--- src/hdl/gmfe_pkg.sv ---
// Package with the payload types, frame constants and helper functions of the frame encoder.
package gmfe_pkg;

	localparam int unsigned FRAME_LEN = 18;
	localparam logic [7:0] DIR_BYTE = 8'h05;
	localparam logic [7:0] LEN_BYTE = 8'h0D;
	localparam logic [15:0] CRC_POLY = 16'hA001;
	localparam logic [7:0] ADDR_RESET = 8'h40;
	localparam logic [7:0] CMD_RESET = 8'hB0;

	// Configuration register indexes.
	localparam logic [0:0] REG_MODULE_ADDRESS = 1'b0;
	localparam logic [0:0] REG_COMMAND_CODE = 1'b1;

	typedef struct packed {
		logic [15:0] target_position;
		logic [15:0] move_speed;
		logic [15:0] move_accel;
	} in_item_t;

	typedef struct packed {
		logic [7:0] frame_byte;
		logic       frame_end;
	} out_item_t;

	// Converted command carried from the front end to the serializer.
	typedef struct packed {
		logic [31:0] pos_bits;
		logic [31:0] spd_bits;
		logic [31:0] acc_bits;
	} cmd_t;

	// Exact single-precision pattern of a 16-bit unsigned integer.
	function automatic logic [31:0] u16_to_f32(input logic [15:0] v);
		logic [3:0]  e;
		logic [7:0]  ex;
		logic [15:0] sh;
		e = 4'd0;
		for (int i = 0; i < 16; i++) begin
			if (v[i]) begin
				e = 4'(i);
			end
		end
		sh = v << (4'd15 - e);
		ex = 8'd127 + {4'd0, e};
		if (v == 16'd0) begin
			return 32'd0;
		end
		return {1'b0, ex, sh[14:0], 8'd0};
	endfunction

	// One byte of the reflected CRC-16/ARC update.
	function automatic logic [15:0] crc_byte(input logic [15:0] crc, input logic [7:0] b);
		logic [15:0] c;
		c = crc ^ {8'd0, b};
		for (int i = 0; i < 8; i++) begin
			c = c[0] ? ((c >> 1) ^ CRC_POLY) : (c >> 1);
		end
		return c;
	endfunction

endpackage

--- src/hdl/gmfe_front.sv ---
// Front end: accepts commands, converts the three values to float bits into a small queue.
module gmfe_front (
	input  logic               clk,
	input  logic               arst_n,
	input  logic               push,
	output logic               full,
	input  gmfe_pkg::in_item_t in_item,
	output logic               cmd_valid,
	input  logic               cmd_take,
	output gmfe_pkg::cmd_t     cmd
);
	// Two-entry queue of converted commands.
	gmfe_pkg::cmd_t mem_q [2];
	logic           wr_ptr_q;
	logic           rd_ptr_q;
	logic [1:0]     count_q;
	logic           do_push;
	logic           do_pop;

	assign full = (count_q == 2'd2);
	assign do_push = push && !full;
	assign cmd_valid = (count_q != 2'd0);
	assign do_pop = cmd_take && cmd_valid;
	assign cmd = mem_q[rd_ptr_q];

	always_ff @(posedge clk) begin
		if (do_push) begin
			mem_q[wr_ptr_q] <= '{
				pos_bits: gmfe_pkg::u16_to_f32(in_item.target_position),
				spd_bits: gmfe_pkg::u16_to_f32(in_item.move_speed),
				acc_bits: gmfe_pkg::u16_to_f32(in_item.move_accel)};
		end
	end

	always_ff @(posedge clk or negedge arst_n) begin
		if (!arst_n) begin
			wr_ptr_q <= 1'b0;
			rd_ptr_q <= 1'b0;
			count_q <= 2'd0;
		end else begin
			if (do_push) begin
				wr_ptr_q <= !wr_ptr_q;
			end
			if (do_pop) begin
				rd_ptr_q <= !rd_ptr_q;
			end
			count_q <= count_q + 2'(do_push) - 2'(do_pop);
		end
	end
endmodule

--- src/hdl/gmfe_back.sv ---
// Back end: serializes one command into eighteen bytes with a running CRC and an output register.
module gmfe_back (
	input  logic                clk,
	input  logic                arst_n,
	input  logic                cmd_valid,
	output logic                cmd_take,
	input  gmfe_pkg::cmd_t      cmd,
	input  logic [7:0]          module_address,
	input  logic [7:0]          command_code,
	output logic                empty,
	input  logic                pop,
	output gmfe_pkg::out_item_t out_item
);
	logic [4:0]  idx_q;
	logic [15:0] crc_q;
	logic        out_valid_q;
	logic        can_load;
	logic        advance;
	logic [7:0]  cur_byte;
	logic [15:0] crc_next;

	assign empty = !out_valid_q;
	assign can_load = !out_valid_q || pop;
	assign advance = can_load && cmd_valid;
	assign cmd_take = advance && (idx_q == 5'(gmfe_pkg::FRAME_LEN - 1));
	assign crc_next = gmfe_pkg::crc_byte(crc_q, cur_byte);

	always_comb begin
		unique case (idx_q)
			5'd0: cur_byte = gmfe_pkg::DIR_BYTE;
			5'd1: cur_byte = module_address;
			5'd2: cur_byte = gmfe_pkg::LEN_BYTE;
			5'd3: cur_byte = command_code;
			5'd4: cur_byte = cmd.pos_bits[7:0];
			5'd5: cur_byte = cmd.pos_bits[15:8];
			5'd6: cur_byte = cmd.pos_bits[23:16];
			5'd7: cur_byte = cmd.pos_bits[31:24];
			5'd8: cur_byte = cmd.spd_bits[7:0];
			5'd9: cur_byte = cmd.spd_bits[15:8];
			5'd10: cur_byte = cmd.spd_bits[23:16];
			5'd11: cur_byte = cmd.spd_bits[31:24];
			5'd12: cur_byte = cmd.acc_bits[7:0];
			5'd13: cur_byte = cmd.acc_bits[15:8];
			5'd14: cur_byte = cmd.acc_bits[23:16];
			5'd15: cur_byte = cmd.acc_bits[31:24];
			5'd16: cur_byte = crc_q[7:0];
			5'd17: cur_byte = crc_q[15:8];
			default: cur_byte = 8'd0;
		endcase
	end

	always_ff @(posedge clk) begin
		if (advance) begin
			out_item.frame_byte <= cur_byte;
			out_item.frame_end <= (idx_q == 5'(gmfe_pkg::FRAME_LEN - 1));
		end
	end

	always_ff @(posedge clk or negedge arst_n) begin
		if (!arst_n) begin
			idx_q <= 5'd0;
			crc_q <= 16'd0;
			out_valid_q <= 1'b0;
		end else begin
			if (can_load) begin
				out_valid_q <= cmd_valid;
			end
			if (advance) begin
				if (idx_q == 5'(gmfe_pkg::FRAME_LEN - 1)) begin
					idx_q <= 5'd0;
					crc_q <= 16'd0;
				end else begin
					idx_q <= idx_q + 5'd1;
					if (idx_q < 5'd16) begin
						crc_q <= crc_next;
					end
				end
			end
		end
	end
endmodule

--- src/hdl/gripper_move_frame_encoder_top.sv ---
// Top level of the move-command frame encoder.
// Each transfer in carries a position, a speed and an acceleration; the block turns each into its
// exact single-precision pattern and sends an 18-byte frame: 0x05, the module id, 0x0D, the
// command code, the three floats low byte first and a CRC-16/ARC (initial value zero) low byte
// first, with frame_end set on the last byte. One byte leaves per cycle while a command waits and
// the output is empty or popped; the float conversion happens on input into a two-entry
// command queue, so new commands are taken while a frame is still going out. The output register
// holds a byte until popped. Configuration writes take effect at once and belong to idle times.
module gripper_move_frame_encoder_top (
	input  logic                clk,
	input  logic                arst_n,
	input  logic                push,
	output logic                full,
	input  gmfe_pkg::in_item_t  in_item,
	output logic                empty,
	input  logic                pop,
	output gmfe_pkg::out_item_t out_item,
	input  logic                cfg_we,
	input  logic [0:0]          cfg_index,
	input  logic [7:0]          cfg_data
);
	// Configuration registers.
	logic [7:0]     module_address_q;
	logic [7:0]     command_code_q;
	// Front-to-back handshake and command payload.
	logic           cmd_valid;
	logic           cmd_take;
	gmfe_pkg::cmd_t cmd;

	always_ff @(posedge clk or negedge arst_n) begin
		if (!arst_n) begin
			module_address_q <= gmfe_pkg::ADDR_RESET;
			command_code_q <= gmfe_pkg::CMD_RESET;
		end else if (cfg_we) begin
			unique case (cfg_index)
				gmfe_pkg::REG_MODULE_ADDRESS: module_address_q <= cfg_data;
				gmfe_pkg::REG_COMMAND_CODE: command_code_q <= cfg_data;
				default: ;
			endcase
		end
	end

	gmfe_front u_front (
		.clk(clk), .arst_n(arst_n), .push(push), .full(full), .in_item(in_item),
		.cmd_valid(cmd_valid), .cmd_take(cmd_take), .cmd(cmd)
	);

	gmfe_back u_back (
		.clk(clk), .arst_n(arst_n), .cmd_valid(cmd_valid), .cmd_take(cmd_take), .cmd(cmd),
		.module_address(module_address_q), .command_code(command_code_q),
		.empty(empty), .pop(pop), .out_item(out_item)
	);
endmodule

--- config.mk ---
export PLATFORM = sky130hd
export DESIGN_NAME = gripper_move_frame_encoder_top
export DESIGN_NICKNAME = d
export VERILOG_FILES = /design/src/hdl/gmfe_pkg.sv /design/src/hdl/gmfe_front.sv /design/src/hdl/gmfe_back.sv /design/src/hdl/gripper_move_frame_encoder_top.sv
export SDC_FILE = /design/constraint.sdc
export NUM_CORES = 1
export LEC_CHECK = 0
export BUFFER_PORTS_ARGS = -buffer_cell sky130_fd_sc_hd__clkbuf_2
export CELL_PAD_IN_SITES_DETAIL_PLACEMENT = 0
export CELL_PAD_IN_SITES_GLOBAL_PLACEMENT = 1
export CORE_ASPECT_RATIO = 1.25
export CORE_MARGIN = 2
export CORE_UTILIZATION = 40
export CTS_CLUSTER_DIAMETER = 40
export DETAILED_ROUTE_END_ITERATION = 7
export GPL_TIMING_DRIVEN = 0
export PLACE_DENSITY_LB_ADDON = 0.1
export SYNTH_ARGS = -nofsm -noshare
export SYNTH_HDL_FRONTEND = slang
export SYNTH_SLANG_ARGS = --single-unit
--- constraint.sdc ---
create_clock -name clk -period 5.1 [get_ports clk]
set_input_delay 1.02 -clock clk [delete_from_list [all_inputs] [get_ports clk]]
set_output_delay 1.02 -clock clk [all_outputs]
set_load 0.02 [all_outputs]
==> results of run 1 <==
[layer usage]
metal	routed length [um]	up-vias
met5	0	-
met1	12400	3771
met4	583	0
met3	829	35
met2	14800	143
li1	-	3673
[worst min path at each step]
stage	depth (start not counted)	slack (ns)	startpoint	end
5_1_grt	2	0.51	u_front.count_q[0]	u_back.out_valid_q
2_1_floorplan	2	0.45	u_front.count_q[0]	u_back.out_valid_q
6_report	2	0.49	u_front.count_q[0]	u_back.out_valid_q
4_1_cts	2	0.49	u_front.count_q[0]	u_back.out_valid_q
3_3_place_gp	2	0.46	u_front.count_q[0]	u_back.out_valid_q
3_5_place_dp	2	0.47	u_front.count_q[0]	u_back.out_valid_q
[power breakdown]
part / leakage (nW) / switching, mW / total (mW) / internal, mW
Clock: 0.316 / 0.569 / 1.46 / 0.891
Combinational: 2.38 / 1.71 / 3.09 / 1.38
Sequential: 1.80 / 0.175 / 2.29 / 2.11
[area by class of cell]
type	count	area (um2)	area share (%)
flip-flops and latches	183	5290	44.9
multi-input cells	640	4650	39.5
clock buffers	19	443	3.76
well taps	335	419	3.56
repair buffers	69	398	3.38
plain buffers	44	223	1.89
clock inverters	13	216	1.84
inverters	36	135	1.15
[cells by family after synthesis]
group	share of synthesized area [%]
DFF	51.5
adders and majority gates	1.58
and+or+nand+nor	12.6
AOI/OAI and AO/OA	16.3
muxes	11.5
buffers and inverters	3.48
xor gates and xnor gates	3.00
[state kept, by name (all words and copies together), names as in the netlist]
| name | count |
|---|---|
| command_code_q | 8 |
| module_address_q | 8 |
| u_back.crc_q | 16 |
| u_back.idx_q | 5 |
| u_back.out_item | 9 |
| u_back.out_valid_q | 1 |
| u_front.count_q | 2 |
| u_front.mem_q | 132 |
| u_front.rd_ptr_q | 1 |
| u_front.wr_ptr_q | 1 |
[worst max-delay path, stage by stage]
cell,delay [ns]
clkbuf_1,0.29
nor3_1,0.12
o31ai_1,0.26
a311oi_1,0.18
nand2b_1,0.17
clkbuf_1,0.23
inv_1,0.15
clkbuf_1,0.38
clkbuf_1,0.43
o211ai_1,0.21
a22oi_1,0.28
o311ai_0,0.27
[per-stage QoR]
| step | cell area (um2) | util, % | hold slack [ns] | total power, mW |
|---|---|---|---|---|
| 2_1_floorplan | 10300 | - | 0.452 | 4.61 |
| 3_3_place_gp | 11000 | 43.6 | 0.464 | 5.39 |
| 3_5_place_dp | 11100 | 43.9 | 0.470 | 5.43 |
| 4_1_cts | 11800 | 46.5 | 0.493 | 6.90 |
| 5_1_grt | 11800 | 46.5 | 0.511 | 7.21 |
| 6_report | 11800 | 46.5 | 0.489 | 6.84 |
[cell usage in the layout, fill, tap and decap left out, drive strengths merged, types with 6 or more instances in the layout]
cell	netlist	routed
nor3	13	13
o21ai	42	42
nor2	77	77
and3	7	7
a21oi	30	30
clkbuf	27	112
nor4	11	11
xnor2	20	20
nand4	6	6
nand2b	7	7
mux2i	58	58
edfxtp	141	141
o31ai	6	6
nor2b	7	7
a22oi	16	16
a221o	13	13
dfrtp	38	38
a22o	8	8
o211ai	16	16
mux2	43	43
a31oi	6	6
ha	13	13
buf	17	20
or3	7	7
nand3	20	20
xor2	9	9
inv	33	37
a221oi	13	13
o22ai	22	22
nand2	70	70
a211oi	9	9
o221ai	8	8
==> out/results.txt, run 1 <==
Non-Filler Instances - 1339
CP Capture Type - flop
Data required, critical path - 5.20 ns
Reg2Reg Launch Point - u_front.rd_ptr_q
Synth area leaders - edfxtp_1 41%, dfrtp_1 9.3%, mux2i_1 5.6%
H-tree level count - 4
post-route antenna net violation count - 0
final-report hold violation count - 0
Initial Util - 40.6%
power per cell area - 581 nW/um2
Post-CTS Setup Inserts - 0
met2 GRT Util - 38.8%
leakage - 4.49 nW
Final GP Congestion - 0.870
worst setup path startpoint - in_item[5]
fin crit share - 76.7%
Syn Std Cell Area - 10300 um2
sequential area share after synthesis - 51.5%
RSZ-0062 raised after global routing - no
FF-to-FF setup slack - 1.22 ns
drt via density - 5.69
grt ovf - 0
post-CTS sizing - 0
WL per Instance - 21.4 um
data arrival time of the critical path - 4.01 ns
first-pass GRT wire length - 44.2 mm
drt total wl - 28.6 mm
Yosys top cell area share - 41.2%
First DRT Iteration DRCs - 438
Yosys cell types - 80
Max-cap violations - 0
fin crit period - 3.91 ns
Place WS - 0.791 ns
Setup-failing EPs final - 0
die area - 27000 um2
busiest metal layer after global routing - met2
CTS Buf Count - 17
Syn Nets - 978
Fillers - 2363
worst-path fanout max - 10
drt first pass iters - 5
number of flops mapped to enable cells by yosys - 141
Setup TNS - 0 ns
crit path capture - u_front.mem_q[0][22]
final worst slack - 1.19 ns
top-count cell post-synth - edfxtp_1
Area Growth Syn to Fin - 14.6%
DRC - 0
Max IR drop VDD - 0.000616 V
Slew Limit Headroom - 11.3%
Min-Delay Path Class - reg2reg
Ys Warns - 0
cts hold-fix bufs - 0
clock sinks - 183
nets@finish - 1066
reg2reg path depth - 12
Skew-Pair Late Insertion Delay - 0.44 ns
chip height - 183 um
layout cells sized above 1 - 18.4%
Max Slew Vio Count - 0
Root Buffer - clkbuf_16
Startpoint Class - primary input
die width - 147 um
list of most frequent post-synthesis cells - 141 x edfxtp_1, 77 x nor2_1, 70 x nand2_1
fmax - 256 MHz
Synth area leader - edfxtp_1
status - finished clean
syn_area_per_cell - 11.4 um2
ANT cells - 0
Synth async-reset ratio - 23.0%
GRT Util Overall - 21.5%
clock transition at the registers of the reported paths - 0.07 ns
placed cells - 1307
final clock skew - 0.0117 ns
Core Region - 25300 um2
initial antenna violation count - 0
FP Rows - 65
# IOs - 73
total vias in the final route - 7622
Post-DP HPWL - 21.5 mm
largest net degree at the start of global routing - 62
reg2reg end - u_back.crc_q[15]
Worst Tran Pin Value - 1.32 ns
met3 Use GR - 2.81%
vias in the first global route - 7588
IO Port Bufs - 66
CTS tree - done
FF+latch count, synth - 183
CTS max path bufs - 2
Synth Flop Type - edfxtp_1
Cells after Synth - 903
Setup CP Type - in2reg
routing usage on met1 - 27.1%
Power figures use the tool's default switching activity.
==> run 2, diff against run 1 <==
Settings changed: ABC_AREA set to 1.
Clock period 5.1 ns to 3.7 ns, I/O delays scaled along.
==> run 2 against run 1 <==
Against the previous run: hold slack lost 0.0056 ns; utilization shrank 0.086 points; count of clock-buffer cells in the layout shrank 1; sequential power grew 37%; power grew 29%; final cell count grew 36%; first-iteration DRC count grew 48%.
==> out/results.txt, run 2 <==
status - finished clean (unchanged)
Setup-failing EPs final - 0 (unchanged)
cell chain of the critical path - inv_1, ha_1, nand2_2, nor2_4, nand2_1, nand3_1, a211oi_1, o21ai_1, xor2_1, inv_1, nand2_1, nand3_1, nand3_1, nand2_1 (was clkbuf_1, nor3_1, o31ai_1, a311oi_1, nand2b_1, clkbuf_1, inv_1, clkbuf_1, clkbuf_1, o211ai_1, a22oi_1, o311ai_0)
largest net degree at the start of global routing - 43 (was 62)
FP Rows - 66 (was 65)
die width - 150 um (was 147 um)
fin crit share - 83.1%
data arrival time of the critical path - 3.40 ns (was 4.01 ns)
layout cells sized above 1 - 13.0% (was 18.4%)
most common cell after layout, fill and taps aside - nand2_1 (was edfxtp_1)
chip height - 187 um (was 183 um)
Final GP Congestion - 0.861 (was 0.870)
ANT cells - 0 (unchanged)
GRT Util Overall - 21.8% (was 21.5%)
post-route antenna net violation count - 0 (unchanged)
CP Capture Type - flop (unchanged)
H-tree level count - 4 (unchanged)
IO Port Bufs - 72 (was 66)
grt ovf - 0 (unchanged)
worst-path fanout max - 8 (was 10)
final-report hold violation count - 0 (unchanged)
Synth async-reset ratio - 23.0% (unchanged)
total vias in the final route - 9162 (was 7622)
CP max-delay cell - ha_1 (was clkbuf_1)
Data required, critical path - 4.03 ns (was 5.20 ns)
drt total wl - 29.5 mm (was 28.6 mm)
die area - 28100 um2 (was 27000 um2)
fmax - 325 MHz
Initial Util - 40.9% (was 40.6%)
drt first pass iters - 5 (unchanged)
Startpoint Class - flop (was primary input)
Syn Std Cell Area - 10700 um2 (was 10300 um2)
cts hold-fix bufs - 0 (unchanged)
placed cells - 1791 (was 1307)
Tot Pwr - 8.81 mW (was 6.84 mW)
First DRT Iteration DRCs - 649 (was 438)
power per cell area - 725 nW/um2 (was 581 nW/um2)
Min-Delay Path Class - in2reg (was reg2reg)
Core Region - 26200 um2 (was 25300 um2)
FF+latch count, synth - 183 (unchanged)
RSZ-0062 raised after global routing - no (unchanged)
Worst Tran Pin Value - 1.13 ns (was 1.32 ns)
fin crit period - 3.07 ns
Cells after Synth - 1375 (was 903)
Clock power frac - 19.6% (was 21.3%)
max reg flops - 132 (unchanged)
worst hold margin - 0.483 ns (was 0.489 ns)
# IOs - 73 (unchanged)
number of flops mapped to enable cells by yosys - 141 (unchanged)
top-count cell post-synth - nand2_1 (was edfxtp_1)
sw frac - 43.2% (was 35.8%)
initial antenna violation count - 0 (unchanged)
sequential area share after synthesis - 49.4% (was 51.5%)
Largest regs - u_front.mem_q: 132 flops, u_back.crc_q: 16 flops, u_back.out_item: 9 flops (unchanged)
internal power - 5.00 mW (was 4.39 mW)
Max-cap violations - 0 (unchanged)
Yosys top cell area share - 39.5% (was 41.2%)
Syn Nets - 1450 (was 978)
Root Buffer - clkbuf_16 (unchanged)
clock sinks - 183 (unchanged)
largest stage delay on the critical path - 0.45 ns (was 0.43 ns)
CTS Buf Count - 17 (unchanged)
Synth area leader - edfxtp_1 (unchanged)
nets@finish - 1545 (was 1066)
Post-CTS Setup Inserts - 0 (unchanged)
WL per Instance - 16.2 um (was 21.4 um)
Slew Limit Headroom - 24.7% (was 11.3%)
post-CTS sizing - 0 (unchanged)
Non-Filler Instances - 1823 (was 1339)
list of most frequent post-synthesis cells - 535 x nand2_1, 141 x edfxtp_1, 138 x nand3_1 (was 141 x edfxtp_1, 77 x nor2_1, 70 x nand2_1)
Sw Pwr - 3.81 mW (was 2.45 mW)
leakage - 5.63 nW (was 4.49 nW)
first-pass GRT wire length - 47.2 mm (was 44.2 mm)
Skew-Pair Late Insertion Delay - 0.44 ns (about the same)
final clock skew - 0.0165 ns (was 0.0117 ns)
Max Slew Vio Count - 0 (unchanged)
post-layout util - 46.5% (about the same)
Area Growth Syn to Fin - 13.6% (was 14.6%)
Max IR drop VDD - 0.000381 V (was 0.000616 V)
syn_area_per_cell - 7.79 um2 (was 11.4 um2)
clock transition at the registers of the reported paths - 0.07 ns (about the same)
CTS tree - done (unchanged)
DRC - 0 (unchanged)
vias in the first global route - 8740 (was 7588)
Yosys cell types - 41 (was 80)
drt via density - 5.03 (was 5.69)
Top reg by flops - u_front.mem_q (unchanged)
Seq pwr share - 35.5% (was 33.5%)
Ys Warns - 0 (unchanged)
Synth Flop Type - edfxtp_1 (unchanged)
CTS max path bufs - 2 (unchanged)
Logic pwr share - 44.9% (was 45.2%)
Synth area leaders - edfxtp_1 40%, nand2_1 19%, dfrtp_1 8.9% (was edfxtp_1 41%, dfrtp_1 9.3%, mux2i_1 5.6%)
most frequent cells in the layout - 535 x nand2_1, 141 x edfxtp_1, 138 x nand3_1 (was 141 x edfxtp_1, 76 x nor2_1, 70 x nand2_1)
Post-DP HPWL - 23.0 mm (was 21.5 mm)
Setup CP Type - reg2reg (was in2reg)
==> run 2: cell count changes after synthesis, moves of 20 or more <==
cell | before | now
mux2i_1 | 58 | 2
o21ai_0 | 40 | 69
nand3_1 | 20 | 138
nand4_1 | 6 | 26
inv_1 | 32 | 136
mux2_2 | 42 | 0
nand2_1 | 70 | 535
==> run 2: through the flow <==
step | setup TNS [ns] | instance area [um2] | setup slack (ns)
6_report | 0 | 12200 | 0.627
5_1_grt | 0 | 12200 | 0.404
4_1_cts | 0 | 12200 | 0.553
3_5_place_dp | 0 | 11600 | 0.302
3_3_place_gp | -71.98 | 11500 | -0.546
2_1_floorplan | 0 | 10700 | 0.624
==> run 2: routing by layer <==
metal  part of all wire, %  global-route usage, %  vias up
met5                     0                      0        -
met2                    50                   36.9      174
met4                   1.7                   6.20        0
met3                   3.1                   2.66       29
met1                    45                   29.1     4235
li1                      -                      -     4724
==> run 2: critical path: cells and delay by family (launching register included) <==
family / cells / cell delay [ns]
compound gates: 2 / 0.28
buf+inv: 2 / 0.27
flops: 1 / 0.42
xor+xnor: 1 / 0.39
fa+ha+maj: 1 / 0.45
simple gates: 8 / 1.14
==> run 2: final timing paths <==
kind,slack [ns],start,endpoint,depth (start not counted)
max in group asynchronous,2.49,arst_n,u_back.crc_q[6],1
setup / recovery,0.63,u_back.idx_q[1],u_back.crc_q[0],14
min in group asynchronous,0.50,arst_n,u_back.out_valid_q,1
hold reg to reg,0.50,module_address_q[5],module_address_q[5],2
setup reg to reg,0.63,u_back.idx_q[1],u_back.crc_q[0],14
hold / removal,0.48,pop,u_back.out_valid_q,2
==> run 2: cell families after synthesis <==
| kind of cell | count (synthesis) | synth area share (%) |
|---|---|---|
| AND/OR/NAND/NOR | 856 | 34.8 |
| buffers and inverters | 187 | 6.84 |
| flip-flops | 183 | 49.4 |
| AO/OA/AOI/OAI | 128 | 6.73 |
| adder cells (fa/ha/maj) | 13 | 1.52 |
| XOR/XNOR | 6 | 0.491 |
| multiplexers | 2 | 0.187 |
==> run 2: layout make-up <==
cell class | instances | area [um2]
Buffer | 41 | 181
Clock buffer | 18 | 429
Clock inverter | 14 | 125
Fill cell | 2694 | 14000
Inverter | 146 | 551
Multi-Input combinational cell | 1005 | 4700
Sequential cell | 183 | 5290
Tap cell | 340 | 425
Timing Repair Buffer | 76 | 455
==> run 2: power by group through the flow <==
stage / clock network [mW] / logic, mW / registers (mW)
3_5_place_dp: 0 / 4.00 / 3.17
6_report: 1.73 / 3.96 / 3.13
5_1_grt: 1.83 / 4.47 / 3.18
3_3_place_gp: 0 / 3.86 / 3.20
2_1_floorplan: 0 / 2.70 / 3.20
4_1_cts: 1.75 / 4.01 / 3.13
==> run 3, diff against run 2 <==
Clock period 3.7 ns to 2.8 ns, I/O delays scaled along.
==> run 3 against run 2 <==
Against the previous run: utilization rose by 1.1 points; die area did not move; sequential cell count did not move; cell area rose by 2.5%; first-iteration DRC count fell by 10%; wire length rose by 1.1%; final cell count rose by 0.82%; combinational power rose by 41%; via count rose by 1.4%.
==> out/results.txt, run 3 (same netlist as run 2, synthesis figures left out) <==
CP top delay family - simple AND/OR/NAND/NOR gates (unchanged)
Reg2Reg Launch Point - u_back.idx_q[1] (unchanged)
cell chain of the critical path - inv_2, ha_2, o211ai_2, nand3_1, nor2_2, nand2_2, nand2_1, nand2_1, nand2_1, nand3_1, nand2_1, inv_1, nand2_2, nand2_2, nand2_1, nand3_1, nand3_1, nand2_1 (was inv_1, ha_1, nand2_2, nor2_4, nand2_1, nand3_1, a211oi_1, o21ai_1, xor2_1, inv_1, nand2_1, nand3_1, nand3_1, nand2_1)
Setup CP Type - reg2reg (unchanged)
vias in the first global route - 8763 (was 8740)
clock sinks - 183 (unchanged)
placed cells - 1791 (unchanged)
Non-Filler Instances - 1838 (was 1823)
total vias in the final route - 9289 (was 9162)
post-route antenna net violation count - 0 (unchanged)
initial antenna violation count - 0 (unchanged)
Post-DP HPWL - 23.0 mm (unchanged)
sw frac - 43.1% (was 43.2%)
clock transition at the registers of the reported paths - 0.07 ns (about the same)
CTS Buf Count - 17 (unchanged)
Startpoint Class - flop (unchanged)
worst hold start - pop (unchanged)
first-pass GRT wire length - 47.3 mm (was 47.2 mm)
Setup-failing EPs final - 0 (unchanged)
fin crit period - 2.66 ns (was 3.07 ns)
Clock power frac - 19.0% (was 19.6%)
WL per Instance - 16.2 um (about the same)
CTS tree - done (unchanged)
post-layout util - 47.6% (was 46.5%)
worst hold path cell count - 2 (unchanged)
CP Capture Type - flop (unchanged)
FP Rows - 66 (unchanged)
Initial Util - 40.9% (unchanged)
layout cells sized above 1 - 16.0% (was 13.0%)
reg2reg end - u_back.crc_q[0] (unchanged)
CTS max path bufs - 2 (unchanged)
grt ovf - 0 (unchanged)
First DRT Iteration DRCs - 584 (was 649)
data arrival time of the critical path - 2.99 ns (was 3.40 ns)
Worst Tran Pin Value - 1.14 ns (was 1.13 ns)
Final GP Congestion - 0.861 (unchanged)
Min-Delay Path Class - in2reg (unchanged)
largest net degree at the start of global routing - 43 (unchanged)
power per cell area - 965 nW/um2 (was 725 nW/um2)
nets@finish - 1560 (was 1545)
status - finished clean (unchanged)
RSZ-0062 raised after global routing - yes (was no)
most frequent cells in the layout - 530 x nand2_1, 141 x edfxtp_1, 137 x nand3_1 (was 535 x nand2_1, 141 x edfxtp_1, 138 x nand3_1)
Area Growth Syn to Fin - 16.4% (was 13.6%)
fmax - 376 MHz (was 325 MHz)
IO Port Bufs - 72 (unchanged)
drt via density - 5.05 (was 5.03)
die area - 28100 um2 (unchanged)
reg2reg path depth - 18 (was 14)
Seq pwr share - 34.5% (was 35.5%)
Max IR drop VDD - 0.000518 V (was 0.000381 V)
DRC - 0 (unchanged)
max reg flops - 132 (unchanged)
Data required, critical path - 3.13 ns (was 4.03 ns)
ANT cells - 0 (unchanged)
Largest regs - u_front.mem_q: 132 flops, u_back.crc_q: 16 flops, u_back.out_item: 9 flops (unchanged)
Skew-Pair Late Insertion Delay - 0.44 ns (about the same)
Root Buffer - clkbuf_16 (unchanged)
WP buf/inv - 2 (unchanged)
H-tree level count - 4 (unchanged)
FF-to-FF setup slack - 0.14 ns (was 0.63 ns)
final clock skew - 0.0111 ns (was 0.0165 ns)
drt total wl - 29.8 mm (was 29.5 mm)
Worst Hold Path EP - u_back.out_valid_q (unchanged)
largest stage delay on the critical path - 0.42 ns (was 0.45 ns)
internal power - 6.84 mW (was 5.00 mW)
leakage - 5.74 nW (was 5.63 nW)
drt first pass iters - 5 (unchanged)
most common cell after layout, fill and taps aside - nand2_1 (unchanged)
chip height - 187 um (unchanged)
die width - 150 um (unchanged)
Place WS - -0.418 ns (was 0.302 ns)
Critical Path Most Common Cell - nand2_1
Core Region - 26200 um2 (unchanged)
Top reg by flops - u_front.mem_q (unchanged)
# IOs - 73 (unchanged)
final worst slack - 0.140 ns (was 0.627 ns)
fin area - 12500 um2 (was 12200 um2)
CP max-delay cell - dfrtp_2 (was ha_1)
Slew Limit Headroom - 23.8% (was 24.7%)
fin crit share - 95.0% (was 83.1%)
Max-cap violations - 0 (unchanged)
Area after DPL - 11600 um2 (unchanged)
Fillers - 2678 (was 2694)
worst-path fanout max - 10 (was 8)
Sw Pwr - 5.18 mW (was 3.81 mW)
Logic pwr share - 46.6% (was 44.9%)
GRT Util Overall - 21.8% (about the same)
Max Slew Vio Count - 0 (unchanged)
final-report hold violation count - 0 (unchanged)
## run 3: how the worst max path moves through the flow
stage                           from                   end  depth (start not counted)
detailed placement       in_item[31]  u_front.mem_q[0][58]                          9
global route         u_back.idx_q[1]       u_back.crc_q[0]                         23
global placement                push  u_front.mem_q[1][42]                          3
finish               u_back.idx_q[1]       u_back.crc_q[0]                         18
floorplan                       push  u_front.mem_q[1][10]                          2
CTS                 u_front.rd_ptr_q       u_back.crc_q[0]                         15
## run 3: area by class of cell
| cell class | instances | area (um2) | area share [%] |
|---|---|---|---|
| clock inverters | 14 | 125 | 1.00 |
| plain buffers | 40 | 198 | 1.59 |
| multi-input cells | 1006 | 4860 | 39.0 |
| inverters | 146 | 553 | 4.44 |
| repair buffers | 91 | 581 | 4.66 |
| flip-flops and latches | 183 | 5290 | 42.5 |
| clock buffers | 18 | 429 | 3.44 |
| well taps | 340 | 425 | 3.41 |
## run 3: layer usage
layer  routed length (um)  global-route usage [%]  share of wire (%)
met1                13100                    29.1                 44
met2                14900                    37.0                 50
met3                 1180                    2.66                3.9
met4                  600                    6.20                2.0
met5                    0                       0                  0
## run 3: stage by stage
step	hold slack (ns)	setup TNS (ns)	power, mW
6_report	0.307	0	12.0
5_1_grt	0.312	-0.0585	12.9
4_1_cts	0.299	-0.0262	11.8
3_5_place_dp	0.478	-18.99	9.47
3_3_place_gp	0.479	-195.48	9.33
2_1_floorplan	0.264	-11.49	7.79
## run 3: power by group through the flow
stage,clock [mW],combinational (mW),sequential [mW]
final,2.28,5.60,4.14
after floorplan,0,3.56,4.23
after global routing,2.41,6.29,4.22
after CTS,2.31,5.35,4.14
after global placement,0,5.10,4.22
after detailed placement,0,5.28,4.19
## run 3: timing repair
action                     in CTS  in global routing
setup endpoints to repair      14                 42
hold buffers                    0                  0
hold endpoints to repair        0                  0
setup buffers                   0                 15
gates resized for setup         6                 59
pin swaps                       3                 12
gates cloned                    0                  1
